File: config.mk
export PLATFORM = sky130hd
export DESIGN_NAME = dkht_ram
export DESIGN_NICKNAME = d
export VERILOG_FILES = /design/src/rtl/core/dkht_ram.sv
export SDC_FILE = /design/constraint.sdc
export NUM_CORES = 1
export LEC_CHECK = 0
export ABC_AREA = 1
export ABC_CLOCK_PERIOD_IN_PS = 1000
export BUFFER_PORTS_ARGS = -buffer_cell sky130_fd_sc_hd__buf_2
export CAP_MARGIN = 10
export CORE_MARGIN = 3
export CORE_UTILIZATION = 28
export CTS_CLUSTER_DIAMETER = 80
export DETAILED_ROUTE_END_ITERATION = 6
export GPL_ROUTABILITY_DRIVEN = 0
export SYNTH_ARGS = -nofsm -noshare
export SYNTH_HDL_FRONTEND = slang
export SYNTH_SLANG_ARGS = --single-unit
File: constraint.sdc
create_clock -name aclk -period 1 [get_ports aclk]
set_input_delay 0.1 -clock aclk [delete_from_list [all_inputs] [get_ports aclk]]
set_output_delay 0.1 -clock aclk [all_outputs]
set_load 0.01 [all_outputs]
File: src/rtl/core/dkht_ram.sv
// Simple dual-port synchronous RAM, one write and one registered read port.
// No dependencies; holds the slot store and the chain buffer.
module dkht_ram #(
    parameter int DEPTH = 16,
    parameter int WIDTH = 8
) (
    input  logic                     aclk,
    input  logic                     we,
    input  logic [$clog2(DEPTH)-1:0] wr_addr,
    input  logic [WIDTH-1:0]         wr_data,
    input  logic [$clog2(DEPTH)-1:0] rd_addr,
    output logic [WIDTH-1:0]         rd_data
);

    logic [WIDTH-1:0] mem [DEPTH];

    // write port
    always_ff @(posedge aclk) begin
        if (we) begin
            mem[wr_addr] <= wr_data;
        end
    end

    // registered read port
    always_ff @(posedge aclk) begin
        rd_data <= mem[rd_addr];
    end

endmodule

# Word level (Yosys, flattened, before mapping)

Memories as Yosys holds them, arrays and structs flattened. A register that Yosys moved wholly into a read port is not among the register bits.
Cells that the tools add are included.

$add $sub $neg: 0
Multipliers: 0
Div/mod/pow operators: 0
Magnitude comparators: 0
Equal/unequal tests: 0
Shift-type cells: 0
Multiplexer cells: 2
Bitwise operators: 0
Reduce and logical (&&, ||, !) cells: 0

Operators by type and width:

| cell              | count |
|---|---|
| 1-bit two-way mux | 2 |

Bits in registers: 0
Latch bits: 0
Memory bits (writable): 128
ROM bits: 0
Input port bits: 18
Output and inout bits: 8
Logic and storage cells: 3
Memories kept: 1

Memory list:

| name | words | bits a word | rd ports | clocked after memory_dff | write ports | RTL line | RTL |
|---|---|---|---|---|---|---|---|
| mem  | 16    | 8           | 1        | 1                        | 1           | 15       | `logic [WIDTH-1:0] mem [DEPTH];` |

# Logic depth before layout (Yosys ltp)

Gate-level depths: netlist of the first run.

Depth after elaboration: 2
Gate-level depth with buffers: 8
Mapped depth without buffers: 7

# Worst setup path after synthesis of the first run

No wires, ideal clock.

Path kind: in2reg
Start point: in wr_addr[3]
End point: mem mem[4][0] (enable)
Library setup time: 370 ps
Arrival: 681 ps
Required time: 630 ps
Slack: -51 ps
Stages on the path: 2
Buffers on the path: 0
Cell sequence: nand3b_1 -> nor2_1

RTL lines:

| item        | RTL line | RTL |
|---|---|---|
| from (decl) | 9        | `input logic [$clog2(DEPTH)-1:0] wr_addr,` |
| to (decl)   | 15       |  |

Straight into the memory's write port.

# Worst setup path in the final report of the first run

Start point: reg rd_data[7], read port of mem
End point: out rd_data[7]

RTL lines:

| item        | RTL line | RTL |
|---|---|---|
| from (decl) | 12       | `output logic [WIDTH-1:0] rd_data` |

No word-level cell between the ends.

==> flow_summary.json, run 1 <==
{
  "groute.usage.overall": 0.129,
  "crit_buf_inv": 1,
  "num_vias": 3844,
  "path_delay_family": "flip-flops",
  "fmax_mhz": 1010,
  "first_global_vias": 3638,
  "ys_seq_elements": 136,
  "path_cells": "buf_6",
  "seq_area_sq_mm": 0.00402,
  "area_growth_pct": 25.4,
  "syn_area_sq_mm": 0.00577,
  "worst_setup_path_end_kind": "primary output",
  "grt_max_degree": 38,
  "pin_count": 26,
  "wl_per_cell_um": 15.5,
  "die_h_um": 150,
  "synth_top_family_by_area": "simple AND/OR/NAND/NOR gates",
  "cpPeakStageDelay_ps": 360,
  "final_cell_mix": "172 x nand2_1, 128 x edfxtp_1, 100 x inv_1",
  "vias_per_cell": 4.32,
  "relSlewSlack": 0.751,
  "final_nets": 630,
  "grtUsageMet1": 0.177,
  "ys_seq_area_frac": 0.694,
  "cap_violations": 0,
  "synth-warning-count": 0,
  "crit_arrival_ps": 890,
  "worst-setup-path-type": "register to primary output",
  "fillers": 1878,
  "dieWidth_um": 150,
  "yosysUniqueCellTypes": 12,
  "start_util": 0.291,
  "hpwl_mm": 8.79,
  "crit_fanout": 1,
  "antenna_cells": 0,
  "setup_viol": 0,
  "totalWireLength_mm": 13.8,
  "tritoncts": "done",
  "dieArea_sq_mm": 0.0224,
  "powerDensity_mw_per_mm2": 1880,
  "clock_skew_ps": 7.22,
  "drive_above_1_share": 0.195,
  "holdWs_ps": 33.3,
  "cts-root-buf": "clkbuf_16",
  "cp.required_ps": 900,
  "grt_pass1_wl_mm": 21.0,
  "rows": 51,
  "multi_input_area_sq_mm": 0.00130,
  "p_leak_nw": 3.10,
  "grt.busiest_layer": "met2",
  "antenna_found_initial": 0,
  "use_met2": 0.202,
  "rsz0062_at_grt": "yes",
  "synth_cells": 551,
  "synth.net_count": 569,
  "status": "complete, no violations",
  "cts.htree.levels": 4,
  "muxShareOfSynthArea": 0,
  "drt_iter0_drc": 356,
  "cts.sinks": 136,
  "synth_adder_area_share": 0,
  "use_met3": 0.0288,
  "synth_xor_area_frac": 0,
  "drtPass1Iterations": 5,
  "syn_area_per_cell_sq_um": 10.5,
  "clk_pin_slew_ps": 50,
  "coreArea_sq_mm": 0.0198,
  "yosys.area_share.simple": 0.210,
  "clk_latency_ps": 410,
  "synth-compound-area-share": 0,
  "finalPower_mw": 13.6,
  "critPathLaunchType": "register",
  "max_slew.worst_pin.slew_ps": 373,
  "critPathSlowestCell": "dfxtp_4",
  "post-route-min-period_ps": 989,
  "drc": 0,
  "slew_viol_final": 0,
  "fin_crit_sh": 0.989,
  "cts_inserted_buffers": 17,
  "final_antenna_net_count": 0,
  "final_common_cell": "nand2_1",
  "ir_worst_vdd_mv": 1.26,
  "overflow": 0,
  "min_path_type": "primary input to register",
  "io_buffers": 25,
  "hold_viol": 0,
  "clockBufferDepth": 2
}
==> final timing paths <==
kind | from | end | slack [ps] | depth (start not counted)
setup / recovery | rd_data[7] | rd_data[7] | 10 | 1
hold / removal | rd_addr[3] | rd_data[3] | 30 | 3
setup reg to reg | mem[3][5] | rd_data[5] | 60 | 6
hold reg to reg | mem[6][2] | rd_data[2] | 670 | 6
==> cell families (layout without fill, tap and decap cells) <==
family	Yosys count	count (layout)
DFF	136	136
buffers and inverters	126	200
and+or+nand+nor	289	289
==> synth_stat cells <==
library cell | number | share of area
nand3b_1 | 2 | 0.0026
nand2_1 | 173 | 0.11
buf_2 | 13 | 0.011
buf_6 | 6 | 0.012
edfxtp_1 | 128 | 0.67
nand3_1 | 97 | 0.084
nor2_1 | 17 | 0.011
inv_1 | 100 | 0.065
buf_4 | 4 | 0.0052
inv_2 | 2 | 0.0013
buf_1 | 1 | 0.00065
dfxtp_1 | 8 | 0.028
==> registers in the layout, indices dropped and copies added, names as in the netlist <==
name,cells
mem,128
rd_data,8
==> routing by layer <==
metal	part of all wire	wire [um]	vias up
met4	0.019	265	0
met2	0.47	6500	106
met3	0.043	587	21
li1	-	-	1902
met1	0.47	6450	1815
met5	0	0	-
==> worst reg2reg max path: cells and delay by family, from the launching register on <==
| family | cells | cell delay (ps) |
|---|---|---|
| simple gates | 6 | 480 |
| flops | 1 | 360 |
==> per-stage QoR <==
stage / cell area [sq um] / utilization / setup WS [ps] / TNS, ps / std cells
floorplan: 5770 / - / -50.8 / -4120 / 551
global placement: 6510 / 0.328 / -161 / -9020 / 858
detailed placement: 6510 / 0.328 / -167 / -10810 / 858
CTS: 7140 / 0.360 / -8.96 / -12.6 / 890
global route: 7230 / 0.364 / -14.0 / -48.5 / 890
finish: 7230 / 0.364 / 10.7 / 0 / 890
==> repair_timing <==
action	CTS	global route
setup buffers	0	0
endpoints found under the setup margin	7	14
pin swaps	0	3
hold buffers	0	0
resized for setup	14	20
==> cell type report <==
type                            instances  area share
Inverter                              102      0.0529
Multi-Input combinational cell        289       0.180
Sequential cell                       136       0.556
Timing Repair Buffer                   66      0.0841
Clock buffer                           24      0.0652
Tap cell                              265      0.0458
Clock inverter                          8      0.0168
==> power breakdown <==
group / switching, mW / total [mW] / internal [mW]
clock network: 2.18 / 6.22 / 4.04
logic: 0.595 / 0.953 / 0.357
registers: 0.0593 / 6.44 / 6.38
Power figures use the tool's default switching activity.
==> run 2, diff against run 1 <==
- GPL_ROUTABILITY_DRIVEN: 0 -> default
- MAX_ROUTING_LAYER: default -> met4
==> flow_summary.json, run 2 (synthesis results as in run 1) <==
{
  "status": "complete, no violations",
  "finalPower_mw": 13.6,
  "startpoint": "rd_data[7]",
  "drtPass1Iterations": 5,
  "reg2reg_slack_ps": 50,
  "p_leak_nw": 3.10,
  "drt_iter0_drc": 386,
  "dieWidth_um": 150,
  "grt_pass1_wl_mm": 21.1,
  "worst_setup_path_end_kind": "primary output",
  "wl_met3_um": 687,
  "dieArea_sq_mm": 0.0224,
  "area_growth_pct": 25.4,
  "routed-wl-met2_mm": 6.57,
  "grt_max_degree": 38,
  "pwr-share-comb": 0.070,
  "groute.usage.overall": 0.132,
  "drc": 0,
  "ir_worst_vdd_mv": 1.25,
  "totalWireLength_mm": 13.8,
  "vias_per_cell": 4.31,
  "p_switching_mw": 2.84,
  "largest_register_ffs": 128,
  "r2r_end": "rd_data[4]",
  "relSlewSlack": 0.753,
  "cap_violations": 0,
  "crit_end": "rd_data[7]",
  "antenna_cells": 0,
  "cts-root-buf": "clkbuf_16",
  "finalNonFillerCells": 890,
  "antenna_found_initial": 0,
  "top_layer": "met4",
  "path_cells": "buf_6",
  "tritoncts": "done",
  "largestRegisters": "mem (128), rd_data (8)",
  "fin_crit_sh": 0.987,
  "setup_viol": 0,
  "pin_count": 26,
  "post-route-min-period_ps": 987,
  "cts.sinks": 136,
  "num_vias": 3839,
  "cts_setup_buffers": 0,
  "clockBufferDepth": 2,
  "hold_viol": 0,
  "final_antenna_net_count": 0,
  "max_slew.worst_pin.slew_ps": 370,
  "drive_above_1_share": 0.195,
  "clk_pin_slew_ps": 50,
  "cp.depth": 1,
  "rows": 51,
  "overflow": 0,
  "fillers": 1878,
  "holdWs_ps": 28.8,
  "powerDensity_mw_per_mm2": 1880,
  "fin_ws_ps": 12.8,
  "cts.htree.levels": 4,
  "critPathSlowestCell": "dfxtp_4",
  "min_path_type": "primary input to register",
  "path_delay_family": "flip-flops",
  "wl_per_cell_um": 15.5,
  "worst-setup-path-type": "register to primary output",
  "cpPeakStageDelay_ps": 360,
  "fmax_mhz": 1010,
  "final_core_utilization": 0.364,
  "dp_slack_ps": -167,
  "wl_met1_mm": 6.29,
  "p_int_mw": 10.8,
  "reg2regPathDepth": 6,
  "clkPwrFrac": 0.457,
  "seq_power_share": 0.473,
  "placed_area_sq_mm": 0.00651,
  "dp.cells": 858,
  "rsz0062_at_grt": "yes",
  "crit_fanout": 1,
  "slew_viol_final": 0,
  "crit_buf_inv": 1,
  "first_global_vias": 3633,
  "critPathLaunchType": "register",
  "cp.required_ps": 900,
  "final_cell_mix": "172 x nand2_1, 128 x edfxtp_1, 100 x inv_1",
  "crit_arrival_ps": 890,
  "io_buffers": 25,
  "cts_inserted_buffers": 17,
  "clk_latency_ps": 410,
  "coreArea_sq_mm": 0.0198,
  "start_util": 0.291,
  "top_register": "mem",
  "final_common_cell": "nand2_1",
  "r2r-start": "mem[12][4]",
  "final_nets": 630,
  "die_h_um": 150,
  "clock_skew_ps": 6.36,
  "hpwl_mm": 8.79,
  "routabilityCongestion": 0.772,
  "setup_tns_ps": 0,
  "finalInstanceArea_sq_mm": 0.00723,
  "swShare": 0.209
}
## run 2: final cells by class
| type | count | area [sq um] | share of cell area |
|---|---|---|---|
| inverter | 102 | 383 | 0.0529 |
| clock inverter | 8 | 121 | 0.0168 |
| tap | 265 | 332 | 0.0458 |
| timing repair buffer | 66 | 608 | 0.0841 |
| sequential | 136 | 4020 | 0.556 |
| multi-input combinational | 289 | 1300 | 0.180 |
| clock buffer | 24 | 472 | 0.0652 |
## run 2: how the worst min path moves through the flow
stage | from | cells after the start | endpoint | slack, ps
after CTS | rd_addr[3] | 3 | rd_data[3] | 6
after global placement | rd_addr[3] | 3 | rd_data[3] | 450
after detailed placement | rd_addr[3] | 3 | rd_data[3] | 450
after global routing | rd_addr[3] | 3 | rd_data[3] | 30
after floorplan | wr_data[0] | 0 | mem[0][0] | 200
final | rd_addr[3] | 3 | rd_data[3] | 30
## run 2: what timing repair did
action                                  4_1_cts  5_1_grt
resized for setup                            14       20
endpoints found under the setup margin        7       14
pin swaps                                     0        3
hold buffers                                  0        0
## run 2: routing by layer
metal,vias up,global-route usage
met2,100,0.202
met4,0,0.0444
met1,1817,0.177
li1,1903,-
met3,19,0.0279
met5,-,-
## run 2: power groups by stage
stage          sequential (mW)  clock, mW  combinational (mW)
6_report                  6.44       6.23               0.953
5_1_grt                   6.45       6.59                1.06
4_1_cts                   6.44       6.32               0.927
3_5_place_dp              6.55          0               0.904
3_3_place_gp              6.55          0               0.896
2_1_floorplan             6.54          0               0.452
