--- src/rtl/core/dkht_pkg.sv ---
// Shared types and constants of the digest-keyed hash table.
// No dependencies; used by the top level, the sequencer and the checker.
package dkht_pkg;

    localparam int SLOT_COUNT  = 4096;
    localparam int SLOT_AW     = $clog2(SLOT_COUNT);
    localparam int PROBE_STEP  = 5;
    localparam int CHAIN_DEPTH = 128;
    localparam int CHAIN_AW    = $clog2(CHAIN_DEPTH);
    localparam int CNT_W       = $clog2(CHAIN_DEPTH + 1);
    localparam int KEY_W       = 256;
    localparam int NUM_W       = 31;
    localparam int USED_W      = 13;
    localparam int LIMIT_W     = 8;

    localparam logic [LIMIT_W-1:0] LIMIT_RESET = LIMIT_W'(100);
    localparam logic [USED_W-1:0]  USED_HALF   = USED_W'(SLOT_COUNT / 2 - 1);

    localparam logic [1:0] KIND_FIND   = 2'd0;
    localparam logic [1:0] KIND_INSERT = 2'd1;
    localparam logic [1:0] KIND_DELETE = 2'd2;

    typedef enum logic [2:0] {
        ST_FOUND      = 3'd0,
        ST_NOT_FOUND  = 3'd1,
        ST_INSERTED   = 3'd2,
        ST_DELETED    = 3'd3,
        ST_FULL       = 3'd4,
        ST_CHAIN_LONG = 3'd5
    } status_t;

    typedef enum logic [1:0] {
        PR_FOUND,
        PR_EMPTY,
        PR_NONE
    } probe_res_t;

    typedef enum logic [3:0] {
        S_CLEAR,
        S_IDLE,
        S_PROBE,
        S_ACT,
        S_COUNT,
        S_CLR_DEL,
        S_LIFT,
        S_RE_RD,
        S_RE_LD,
        S_RE_PROBE,
        S_DEL_END,
        S_DONE
    } state_t;

    typedef struct packed {
        logic [1:0]  kind;
        logic [63:0] key_word0;
        logic [63:0] key_word1;
        logic [63:0] key_word2;
        logic [63:0] key_word3;
    } in_word_t;

    typedef struct packed {
        logic [2:0]  status;
        logic [30:0] entry_number;
        logic [11:0] slot_index;
    } out_word_t;

    typedef struct packed {
        logic [NUM_W-1:0] num;
        logic [KEY_W-1:0] key;
    } slot_entry_t;

    localparam int ENTRY_W = $bits(slot_entry_t);

endpackage

--- src/rtl/core/dkht_ctrl.sv ---
// Sequencer of the hash table: probing, insert, delete with chain re-insert.
// Depends on dkht_pkg; drives the slot RAM and the chain buffer RAM.
module dkht_ctrl (
    input  logic                              aclk,
    input  logic                              aresetn,
    input  logic                              s_valid,
    output logic                              s_ready,
    input  dkht_pkg::in_word_t                s_data,
    output logic                              m_valid,
    input  logic                              m_ready,
    output dkht_pkg::out_word_t               m_data,
    input  logic                              cfg_wr_en,
    input  logic [dkht_pkg::LIMIT_W-1:0]      cfg_wr_data,
    output logic                              slot_we,
    output logic [dkht_pkg::SLOT_AW-1:0]      slot_wr_addr,
    output logic [dkht_pkg::ENTRY_W-1:0]      slot_wr_data,
    output logic [dkht_pkg::SLOT_AW-1:0]      slot_rd_addr,
    input  logic [dkht_pkg::ENTRY_W-1:0]      slot_rd_data,
    output logic                              chain_we,
    output logic [dkht_pkg::CHAIN_AW-1:0]     chain_wr_addr,
    output logic [dkht_pkg::ENTRY_W-1:0]      chain_wr_data,
    output logic [dkht_pkg::CHAIN_AW-1:0]     chain_rd_addr,
    input  logic [dkht_pkg::ENTRY_W-1:0]      chain_rd_data
);

    localparam logic [dkht_pkg::SLOT_AW-1:0] STEP     = dkht_pkg::SLOT_AW'(dkht_pkg::PROBE_STEP);
    localparam logic [dkht_pkg::SLOT_AW-1:0] LAST_SLT = dkht_pkg::SLOT_AW'(dkht_pkg::SLOT_COUNT - 1);
    localparam logic [dkht_pkg::LIMIT_W-1:0] DEPTH_L  = dkht_pkg::LIMIT_W'(dkht_pkg::CHAIN_DEPTH);

    dkht_pkg::state_t                 state_reg, state_next;
    dkht_pkg::probe_res_t             pres_reg, pres_next;
    logic [1:0]                       kind_reg, kind_next;
    logic [dkht_pkg::KEY_W-1:0]       pk_reg, pk_next;
    logic [dkht_pkg::NUM_W-1:0]       pnum_reg, pnum_next;
    logic [dkht_pkg::NUM_W-1:0]       hit_reg, hit_next;
    logic [dkht_pkg::SLOT_AW-1:0]     cur_reg, cur_next;
    logic [dkht_pkg::SLOT_AW-1:0]     del_reg, del_next;
    logic [dkht_pkg::SLOT_AW-1:0]     n_reg, n_next;
    logic [dkht_pkg::CNT_W-1:0]       cnt_reg, cnt_next;
    logic [dkht_pkg::CNT_W-1:0]       k_reg, k_next;
    logic [dkht_pkg::USED_W-1:0]      used_reg, used_next;
    logic [dkht_pkg::NUM_W-1:0]       serial_reg, serial_next;
    logic [dkht_pkg::LIMIT_W-1:0]     limit_reg;
    dkht_pkg::out_word_t              res_reg, res_next;
    logic                             out_valid_reg, out_valid_next;
    dkht_pkg::out_word_t              out_reg, out_next;

    dkht_pkg::slot_entry_t            rd_ent;
    dkht_pkg::slot_entry_t            ch_ent;
    dkht_pkg::slot_entry_t            wr_ent;
    dkht_pkg::slot_entry_t            cw_ent;
    logic                             occ;
    logic                             key_eq;
    logic [dkht_pkg::LIMIT_W-1:0]     lim;
    logic [dkht_pkg::CNT_W:0]         cnt_inc;
    logic [dkht_pkg::CNT_W-1:0]       k_inc;
    logic [dkht_pkg::SLOT_AW-1:0]     cur_step;

    assign rd_ent   = dkht_pkg::slot_entry_t'(slot_rd_data);
    assign ch_ent   = dkht_pkg::slot_entry_t'(chain_rd_data);
    assign occ      = (rd_ent.num != '0);
    assign key_eq   = (rd_ent.key == pk_reg);
    assign lim      = (limit_reg > DEPTH_L) ? DEPTH_L : limit_reg;
    assign cnt_inc  = {1'b0, cnt_reg} + (dkht_pkg::CNT_W+1)'(1);
    assign k_inc    = k_reg + dkht_pkg::CNT_W'(1);
    assign cur_step = cur_reg + STEP;

    assign slot_wr_data  = wr_ent;
    assign chain_wr_data = cw_ent;
    assign s_ready       = (state_reg == dkht_pkg::S_IDLE);
    assign m_valid       = out_valid_reg;
    assign m_data        = out_reg;

    // configuration register
    always_ff @(posedge aclk) begin
        if (!aresetn) begin
            limit_reg <= dkht_pkg::LIMIT_RESET;
        end else if (cfg_wr_en) begin
            limit_reg <= cfg_wr_data;
        end
    end

    // control state
    always_ff @(posedge aclk) begin
        if (!aresetn) begin
            state_reg     <= dkht_pkg::S_CLEAR;
            cur_reg       <= '0;
            used_reg      <= '0;
            serial_reg    <= dkht_pkg::NUM_W'(1);
            out_valid_reg <= 1'b0;
        end else begin
            state_reg     <= state_next;
            cur_reg       <= cur_next;
            used_reg      <= used_next;
            serial_reg    <= serial_next;
            out_valid_reg <= out_valid_next;
        end
    end

    // working registers
    always_ff @(posedge aclk) begin
        pres_reg <= pres_next;
        kind_reg <= kind_next;
        pk_reg   <= pk_next;
        pnum_reg <= pnum_next;
        hit_reg  <= hit_next;
        del_reg  <= del_next;
        n_reg    <= n_next;
        cnt_reg  <= cnt_next;
        k_reg    <= k_next;
        res_reg  <= res_next;
        out_reg  <= out_next;
    end

    // sequencer
    always_comb begin
        state_next     = state_reg;
        pres_next      = pres_reg;
        kind_next      = kind_reg;
        pk_next        = pk_reg;
        pnum_next      = pnum_reg;
        hit_next       = hit_reg;
        cur_next       = cur_reg;
        del_next       = del_reg;
        n_next         = n_reg;
        cnt_next       = cnt_reg;
        k_next         = k_reg;
        used_next      = used_reg;
        serial_next    = serial_reg;
        res_next       = res_reg;
        out_valid_next = out_valid_reg;
        out_next       = out_reg;
        slot_we        = 1'b0;
        slot_wr_addr   = cur_reg;
        wr_ent         = '{num: '0, key: pk_reg};
        slot_rd_addr   = cur_reg;
        chain_we       = 1'b0;
        chain_wr_addr  = k_reg[dkht_pkg::CHAIN_AW-1:0];
        cw_ent         = rd_ent;
        chain_rd_addr  = k_reg[dkht_pkg::CHAIN_AW-1:0];

        // drop the result word once taken
        if (out_valid_reg && m_ready) begin
            out_valid_next = 1'b0;
        end

        unique case (state_reg)
            // empty every slot after reset
            dkht_pkg::S_CLEAR: begin
                slot_we  = 1'b1;
                cur_next = cur_step - STEP + dkht_pkg::SLOT_AW'(1);
                if (cur_reg == LAST_SLT) begin
                    state_next = dkht_pkg::S_IDLE;
                end
            end
            dkht_pkg::S_IDLE: begin
                slot_rd_addr = s_data.key_word0[dkht_pkg::SLOT_AW-1:0];
                if (s_valid) begin
                    kind_next  = s_data.kind;
                    pk_next    = {s_data.key_word3, s_data.key_word2,
                                  s_data.key_word1, s_data.key_word0};
                    cur_next   = s_data.key_word0[dkht_pkg::SLOT_AW-1:0];
                    n_next     = '0;
                    state_next = dkht_pkg::S_PROBE;
                end
            end
            // one slot examined per cycle
            dkht_pkg::S_PROBE: begin
                hit_next = rd_ent.num;
                if (!occ) begin
                    pres_next  = dkht_pkg::PR_EMPTY;
                    state_next = dkht_pkg::S_ACT;
                end else if (key_eq) begin
                    pres_next  = dkht_pkg::PR_FOUND;
                    state_next = dkht_pkg::S_ACT;
                end else if (n_reg == LAST_SLT) begin
                    pres_next  = dkht_pkg::PR_NONE;
                    state_next = dkht_pkg::S_ACT;
                end else begin
                    cur_next     = cur_step;
                    slot_rd_addr = cur_step;
                    n_next       = n_reg + dkht_pkg::SLOT_AW'(1);
                end
            end
            dkht_pkg::S_ACT: begin
                state_next = dkht_pkg::S_DONE;
                res_next   = '{status: dkht_pkg::ST_NOT_FOUND, entry_number: '0,
                               slot_index: '0};
                if (kind_reg == dkht_pkg::KIND_INSERT) begin
                    if (pres_reg == dkht_pkg::PR_FOUND) begin
                        res_next = '{status: dkht_pkg::ST_FOUND, entry_number: hit_reg,
                                     slot_index: cur_reg};
                    end else if (pres_reg == dkht_pkg::PR_NONE || serial_reg == '0 ||
                                 used_reg >= dkht_pkg::USED_HALF) begin
                        res_next.status = dkht_pkg::ST_FULL;
                    end else begin
                        slot_we     = 1'b1;
                        wr_ent      = '{num: serial_reg, key: pk_reg};
                        used_next   = used_reg + dkht_pkg::USED_W'(1);
                        serial_next = serial_reg + dkht_pkg::NUM_W'(1);
                        res_next    = '{status: dkht_pkg::ST_INSERTED,
                                        entry_number: serial_reg, slot_index: cur_reg};
                    end
                end else if (kind_reg == dkht_pkg::KIND_DELETE) begin
                    if (pres_reg == dkht_pkg::PR_FOUND) begin
                        del_next     = cur_reg;
                        cur_next     = cur_step;
                        slot_rd_addr = cur_step;
                        cnt_next     = '0;
                        state_next   = dkht_pkg::S_COUNT;
                    end
                end else if (pres_reg == dkht_pkg::PR_FOUND) begin
                    res_next = '{status: dkht_pkg::ST_FOUND, entry_number: hit_reg,
                                 slot_index: cur_reg};
                end
            end
            // measure the chain behind the deleted slot
            dkht_pkg::S_COUNT: begin
                if (cur_reg == del_reg || !occ) begin
                    cur_next   = del_reg + STEP;
                    state_next = dkht_pkg::S_CLR_DEL;
                end else if (cnt_inc > {1'b0, lim}) begin
                    res_next   = '{status: dkht_pkg::ST_CHAIN_LONG, entry_number: '0,
                                   slot_index: '0};
                    state_next = dkht_pkg::S_DONE;
                end else begin
                    cnt_next     = cnt_inc[dkht_pkg::CNT_W-1:0];
                    cur_next     = cur_step;
                    slot_rd_addr = cur_step;
                end
            end
            // empty the deleted slot, fetch the first chained entry
            dkht_pkg::S_CLR_DEL: begin
                slot_we      = 1'b1;
                slot_wr_addr = del_reg;
                k_next       = '0;
                state_next   = (cnt_reg == '0) ? dkht_pkg::S_DEL_END : dkht_pkg::S_LIFT;
            end
            // move one chained entry a cycle into the buffer
            dkht_pkg::S_LIFT: begin
                chain_we = 1'b1;
                slot_we  = 1'b1;
                if (k_inc == cnt_reg) begin
                    k_next     = '0;
                    state_next = dkht_pkg::S_RE_RD;
                end else begin
                    k_next       = k_inc;
                    cur_next     = cur_step;
                    slot_rd_addr = cur_step;
                end
            end
            dkht_pkg::S_RE_RD: begin
                state_next = dkht_pkg::S_RE_LD;
            end
            dkht_pkg::S_RE_LD: begin
                pk_next      = ch_ent.key;
                pnum_next    = ch_ent.num;
                cur_next     = ch_ent.key[dkht_pkg::SLOT_AW-1:0];
                slot_rd_addr = ch_ent.key[dkht_pkg::SLOT_AW-1:0];
                n_next       = '0;
                state_next   = dkht_pkg::S_RE_PROBE;
            end
            // place a lifted entry at the first empty slot from its home
            dkht_pkg::S_RE_PROBE: begin
                if (!occ || n_reg == LAST_SLT) begin
                    if (!occ) begin
                        slot_we = 1'b1;
                        wr_ent  = '{num: pnum_reg, key: pk_reg};
                    end
                    k_next     = k_inc;
                    state_next = (k_inc == cnt_reg) ? dkht_pkg::S_DEL_END
                                                    : dkht_pkg::S_RE_RD;
                end else begin
                    cur_next     = cur_step;
                    slot_rd_addr = cur_step;
                    n_next       = n_reg + dkht_pkg::SLOT_AW'(1);
                end
            end
            dkht_pkg::S_DEL_END: begin
                if (used_reg != '0) begin
                    used_next = used_reg - dkht_pkg::USED_W'(1);
                end
                res_next   = '{status: dkht_pkg::ST_DELETED, entry_number: hit_reg,
                               slot_index: del_reg};
                state_next = dkht_pkg::S_DONE;
            end
            // hand the result to the output register when it is free
            dkht_pkg::S_DONE: begin
                if (!out_valid_reg || m_ready) begin
                    out_next       = res_reg;
                    out_valid_next = 1'b1;
                    state_next     = dkht_pkg::S_IDLE;
                end
            end
            default: begin
                state_next = dkht_pkg::S_IDLE;
            end
        endcase
    end

endmodule

--- config.mk ---
export PLATFORM = sky130hd
export DESIGN_NAME = dkht_ctrl
export DESIGN_NICKNAME = d
export VERILOG_FILES = /design/src/rtl/core/dkht_pkg.sv /design/src/rtl/core/dkht_ctrl.sv
export SDC_FILE = /design/constraint.sdc
export NUM_CORES = 1
export LEC_CHECK = 0
export BUFFER_PORTS_ARGS = -buffer_cell sky130_fd_sc_hd__buf_2
export CORE_AREA = 8 8 573 575
export DETAILED_ROUTE_END_ITERATION = 8
export DIE_AREA = 0 0 581 583
export GPL_TIMING_DRIVEN = 0
export PLACE_DENSITY = 0.31
export SYNTH_ARGS = -nofsm -noshare
export SYNTH_HDL_FRONTEND = slang
export SYNTH_SLANG_ARGS = --single-unit
--- constraint.sdc ---
create_clock -name aclk -period 6.63 [get_ports aclk]
set_input_delay 0.663 -clock aclk [delete_from_list [all_inputs] [get_ports aclk]]
set_output_delay 0.663 -clock aclk [all_outputs]
set_load 0.02 [all_outputs]
# After elaboration in Yosys (flattened, before gate mapping)
# Index checks and enable logic that the tools add are counted.
# W data, S select, Z words.
[word_totals] register_bits=523 inputBits=845 elab_cells=197
[op_classes] bitwise_logic=4 mux=81 n_addsub=10 n_lt_le_gt_ge=3 n_eq_ne=41 n_reduce_logical=36
[ops] operator="$mux W287" count=5
[ops] operator="$pmux W287 S2" count=1
[ops] operator="$pmux W256 S2" count=1
[ops] operator="$eq A256 B256 Y1" count=1
[ops] operator="$mux W256" count=1
[ops] operator="$mux W12" count=18
[ops] operator="$mux W46" count=4
[ops] operator="$pmux W46 S3" count=1
[ops] operator="$pmux W12 S8" count=1
[ops] operator="$mux W44" count=2
[ops] operator="$pmux W12 S7" count=1
[ops] operator="$mux W8" count=8
[ops] operator="$mux W4" count=15
[ops] operator="$mux W13" count=4
[ops] operator="$pmux W12 S4" count=1
[ops] operator="$pmux W4 S12" count=1
[ops] operator="$mux W43" count=1
[ops] operator="$ne A2 B2 Y1 const B" count=19
[ops] operator="$add A31 B1 Y31 const B" count=1
[ops] operator="$logic_not A31 Y1" count=1
[ops] operator="$reduce_bool A31 Y1" count=1
[ops] operator="$pmux W13 S2" count=1
[ops] operator="$add A12 B1 Y12 const B" count=2
[ops] operator="$add A12 B3 Y12 const B" count=2
[ops] operator="46 further kinds" count=82

# Longest topological paths before layout
[depth] depth_word=7 ltp_mapped=18

# Worst setup path after synthesis
# Ideal clock, no wire load.
[synth_path] kind="flip-flop to flip-flop" from="reg state_reg[1]" to="reg pk_reg[0] in the netlist's numbering, enable pin" stages_incl_launch_ff=7 required_time_ns=6.119 slack_ns=0.322 period_less_slack_ns=6.308 arrival_ns=5.797 setup_ns=0.511 path_cell_list="dfxtp_1 or2_2 clkbuf_1 nor2_1 clkbuf_1 clkbuf_1 or2_2"
[synth_between] elab_chain_len=3 word_cells_on_any_way=5 classes_between="3 x eq/ne; 2 x reduce/logical"
[synth_lines] item="from (decl)" line_no="dkht_ctrl.sv:30" text="dkht_pkg::state_t state_reg, state_next;"
[synth_lines] item="from (signal assigned)" line_no="dkht_ctrl.sv:86" text="state_reg <= dkht_pkg::S_CLEAR;"
[synth_lines] item="from (signal assigned)" line_no="dkht_ctrl.sv:92" text="state_reg <= state_next;"
[synth_lines] item="$eq A4 B1 Y1 / $eq A4 B4 Y1 (equally long branches)" line_no="dkht_ctrl.sv:147" text="unique case (state_reg)"
[synth_lines] item="$ne A2 B2 Y1 (no source line) / $reduce_bool A2 Y1 (equally long branches)"
[synth_lines] item="$reduce_and A2 Y1 (no source line) *"
[synth_lines] item="to (signal assigned)" line_no="dkht_ctrl.sv:104" text="pk_reg <= pk_next;"
[synth_lines] item="to (decl)" line_no="dkht_ctrl.sv:33" text="logic [dkht_pkg::KEY_W-1:0] pk_reg, pk_next;"
# Mark *: on every way between the ends. The rest lies on a longest branch, timed or not.
# A chain may end at the register's enable or synchronous reset.

# Worst setup path in the final report
[layout_path] from="reg pk_reg[140] in the netlist's numbering" to="out slot_rd_addr[10] in the netlist's numbering"
[layout_between] elab_chain_len=4
[layout_lines] item="$eq A256 B256 Y1" line_no="dkht_ctrl.sv:62" text="assign key_eq = (rd_ent.key == pk_reg);"
[layout_lines] item="$mux W12" line_no="dkht_ctrl.sv:173" text="end else if (key_eq) begin"
[layout_lines] item="$mux W12" line_no="dkht_ctrl.sv:170" text="if (!occ) begin"
[layout_lines] item="$pmux W12 S7" line_no="dkht_ctrl.sv:147"
[layout_lines] item="to (decl)" line_no="dkht_ctrl.sv:17" text="output logic [dkht_pkg::SLOT_AW-1:0] slot_rd_addr,"
# Every way passes these cells.

==> impl_results.md <==
- Fillers: 36400
- Setup crit end kind: primary output
- Period utilization: 95.8%
- M3 GR Usage: 7.23%
- Simple-gate share of the synthesized area: 8.75%
- CP required: 5.97 ns
- Mapped Nets: around 3300
- Cell count after synthesis: 2428
- Yosys reg bits: ~520
- Starting density of the core: 9.13%
- Residual DRC: 0
- Area Overhead vs Synth: 57.6%
- Vias: 28600
- Cell taking the most area after synthesis: edfxtp_1
- Largest net degree at the start of global routing: 50
- Multi-input gate area: 11500 um^2
- Core area: around 320000 um^2
- Xor and xnor area share after synthesis: approximately 11%
- Antenna Nets Post-Route: 0
- Fin util: 14.4%
- I/O pin count: approximately 1500
- TritonCTS Buffers: 87
- Layout cells sized above 1: 55.4%
- Register area share after synthesis: 51.5%
- Routed WL: between 300000 and 400000 um
- 1st-iter DRT viols: 2286
- Placed Area: 42600 um^2
- Worst hold path depth: 1
- Top cell type's share of synthesized area: between 40 and 50%
- Largest family of logic cells by synthesized area: XOR/XNOR gates
- Worst Skew: approximately 0.057 ns
- Grt met2 use: a little under a third
- Gr usage total: 18.6%
- Lkg Pwr: 17.9 nW
- Number of detailed-route iterations in the first pass: 5
- First-pass GRT wire length: 393000 um
- Area of the mapped netlist: 29200 um^2
- CTS Buffer Depth: 4
- Primary FF master, synth: edfxtp_1
- Via density per instance: 3.40
- Clk sinks: 523
- GPL Wtd Cong: 0.943
- Register-to-Register Path Depth: 17
- Netlist cell types: 73
- Number of synthesized flops with an enable pin: around 450
- Worst R2R Start: state_reg[2]$_SDFFE_PN0P_
- Row count: 208
- Clock root buffer: clkbuf_16
- Worst-path clk slew: approximately 0.060 ns
- RR Endpoint: used_reg[12]$_SDFFE_PN0P_
- Status: finished clean
- Leading post-synthesis cells by cell area: edfxtp_1 47%, mux2_2 10%, xnor2_1 9.3%, buf_4 7.8%, dfxtp_1 4.7%
- Mean routed wirelength per cell: 39.4 um
- CP startpoint kind: register
- Setup CP Type: register to primary output
- Vias in the first global route: 28300
- Die width: 581 um
- Largest register FFs: 256
- Compound-gate portion of the synthesized area: 6.69%
- Grt peak-use layer: met2
- Post-synthesis mux area share: between 10% and 20%
- Fin area: roughly 46000 um^2
- Clk_lat worst skew: 0.81 ns
- CTS tree: done
- Slew Viols, Final: 0
- Fin. Hold Viols: 0
- Adder-cell share of the synthesized area: 1.35%
- CTS H-tree depth: 3
- Worst slew pin tran: 1.35 ns
- Syn_area_per_cell: 12.0 um^2
- Placed Cells: 8163
- Worst Path Arrival: around 5.7 ns
- Worst VDD drop: between 0.15 and 0.2 mV
- Final setup fails: 0
- Final cell count without fillers: 8424
- Initial antenna violation count: 329
- Port-buffer cells: ~1500
- Fmax: 0.158 GHz
- Postcts setup bufs: 0
- PwrDens: 337 nW/um^2
- Final #Nets: 4960
- Worst Hold Endpoint: hit_reg[7]$_DFFE_PP_
- Gr ovfl total: 0
- Max_cap viols: 0
- Reg2reg setup slack: 0.98 ns
- GR Util met1: 21.7%
- Die ar.: 339000 um^2
- Setup_tns: 0 ns
- RSZ-0062 raised after global routing: no
- Hold Crit Start: slot_rd_data[263]
- Detailed Place HPWL: between 200000 and 300000 um
- Die height: approximately 580 um
- Seq. cell area: around 15000 um^2
- CP max FO: 6
- Synth async-reset ratio: 0%
- Rel. slew slack: 10.2%
- Final min period: between 6 and 7 ns
- Syn. warnings: 0
- Worst Hold Class: input port to register
==> worst max-delay path by stage <==
stage / from / endpoint / slack [ns] / depth (start not counted)
6_report: pk_reg[140]$_DFFE_PP_ / slot_rd_addr[10] / 0.28 / 12
3_5_place_dp: slot_rd_data[140] / slot_rd_addr[10] / -0.15 / 13
5_1_grt: pk_reg[216]$_DFFE_PP_ / slot_rd_addr[6] / 0.02 / 15
3_3_place_gp: state_reg[1]$_SDFFE_PN0P_ / pk_reg[171]$_DFFE_PP_ / -6.57 / 6
4_1_cts: pk_reg[140]$_DFFE_PP_ / slot_rd_addr[6] / 0.1 / 15
2_1_floorplan: state_reg[1]$_SDFFE_PN0P_ / pk_reg[0]$_DFFE_PP_ / 0.32 / 6
==> power breakdown <==
group          leakage [nW]  total (W)  switching, W  internal (W)
sequential             4.72    0.00506      0.000657       0.00440
combinational          11.8    0.00577       0.00402       0.00175
clock                  1.34    0.00464       0.00195       0.00269
==> logic make-up after synthesis <==
logic type	after synthesis
flops	523
simple gates	504
compound gates	279
fa+ha+maj	31
buf+inv	432
mux	287
xor+xnor	372
==> routing by layer <==
metal	vias up	part of all wire, %
met2	1888	48
met3	606	9.8
met5	-	0.13
met4	72	3.5
li1	12000	-
met1	14000	39
==> layout make-up <==
| type | count | area share [%] |
|---|---|---|
| repair buffers | 1568 | 18.4 |
| well taps | 4200 | 11.4 |
| inverters | 28 | 0.229 |
| flip-flops and latches | 523 | 32.7 |
| diodes | 82 | 0.447 |
| plain buffers | 404 | 5.90 |
| clock inverters | 42 | 0.948 |
| multi-input cells | 1473 | 24.9 |
| clock buffers | 104 | 5.05 |
==> synthesized netlist by cell type (39+ instances only) <==
master,n
o21ai_0,59
nor4_1,39
nand4_1,86
clkbuf_1,92
mux2_2,267
edfxtp_1,454
a21oi_1,54
dfxtp_1,69
nand3_1,44
xor2_1,64
buf_4,303
nor2_1,137
xnor2_1,308
nand2_1,97
a22o_1,73
==> layout by cell type, fill, tap and decap left out, drive strengths merged, types with 11 or more instances in the layout <==
master       Yosys  layout
a21oi           54      54
a22o            73      73
a22oi           11      11
and3            23      23
buf            312    1846
clkbuf          92     197
clkinv           0      31
dfxtp           69      69
diode            0      82
dlygate4sd3      0      33
edfxtp         454     454
ha              29      29
inv             28      30
mux2           267     267
mux2i           20      20
nand2           97      97
nand3           44      44
nand4           86      86
nor2           138     138
nor3            19      19
nor4            40      40
o21ai           62      62
xnor2          308     308
xor2            64      64
==> metrics by stage <==
step | worst slack (ns) | hold WS [ns] | power (W)
after floorplan | 0.322 | 0.400 | 0.00742
after global placement | -6.57 | 0.404 | 0.0111
after detailed placement | -0.154 | 0.405 | 0.0111
after CTS | 0.0983 | 0.00462 | 0.0159
after global routing | 0.0181 | 0.0460 | 0.0161
final | 0.281 | 0.103 | 0.0155
==> critical path, stage by stage (launching register included) <==
cell,delay [ns]
edfxtp_1,0.43
xnor2_2,0.37
nand4_1,0.71
nor4_2,0.53
nand4_1,0.57
nor4_2,0.46
buf_6,0.19
o22ai_1,0.13
or3b_2,0.31
or2_1,0.38
nor2_1,0.10
o21bai_2,0.41
buf_2,0.26
==> timing repair <==
item,in CTS,in global routing
hold endpoints to repair,33,0
hold buffers,33,0
endpoints found under the setup margin,10,0
gates resized for setup,8,0
(Power assumes the default switching activity.)
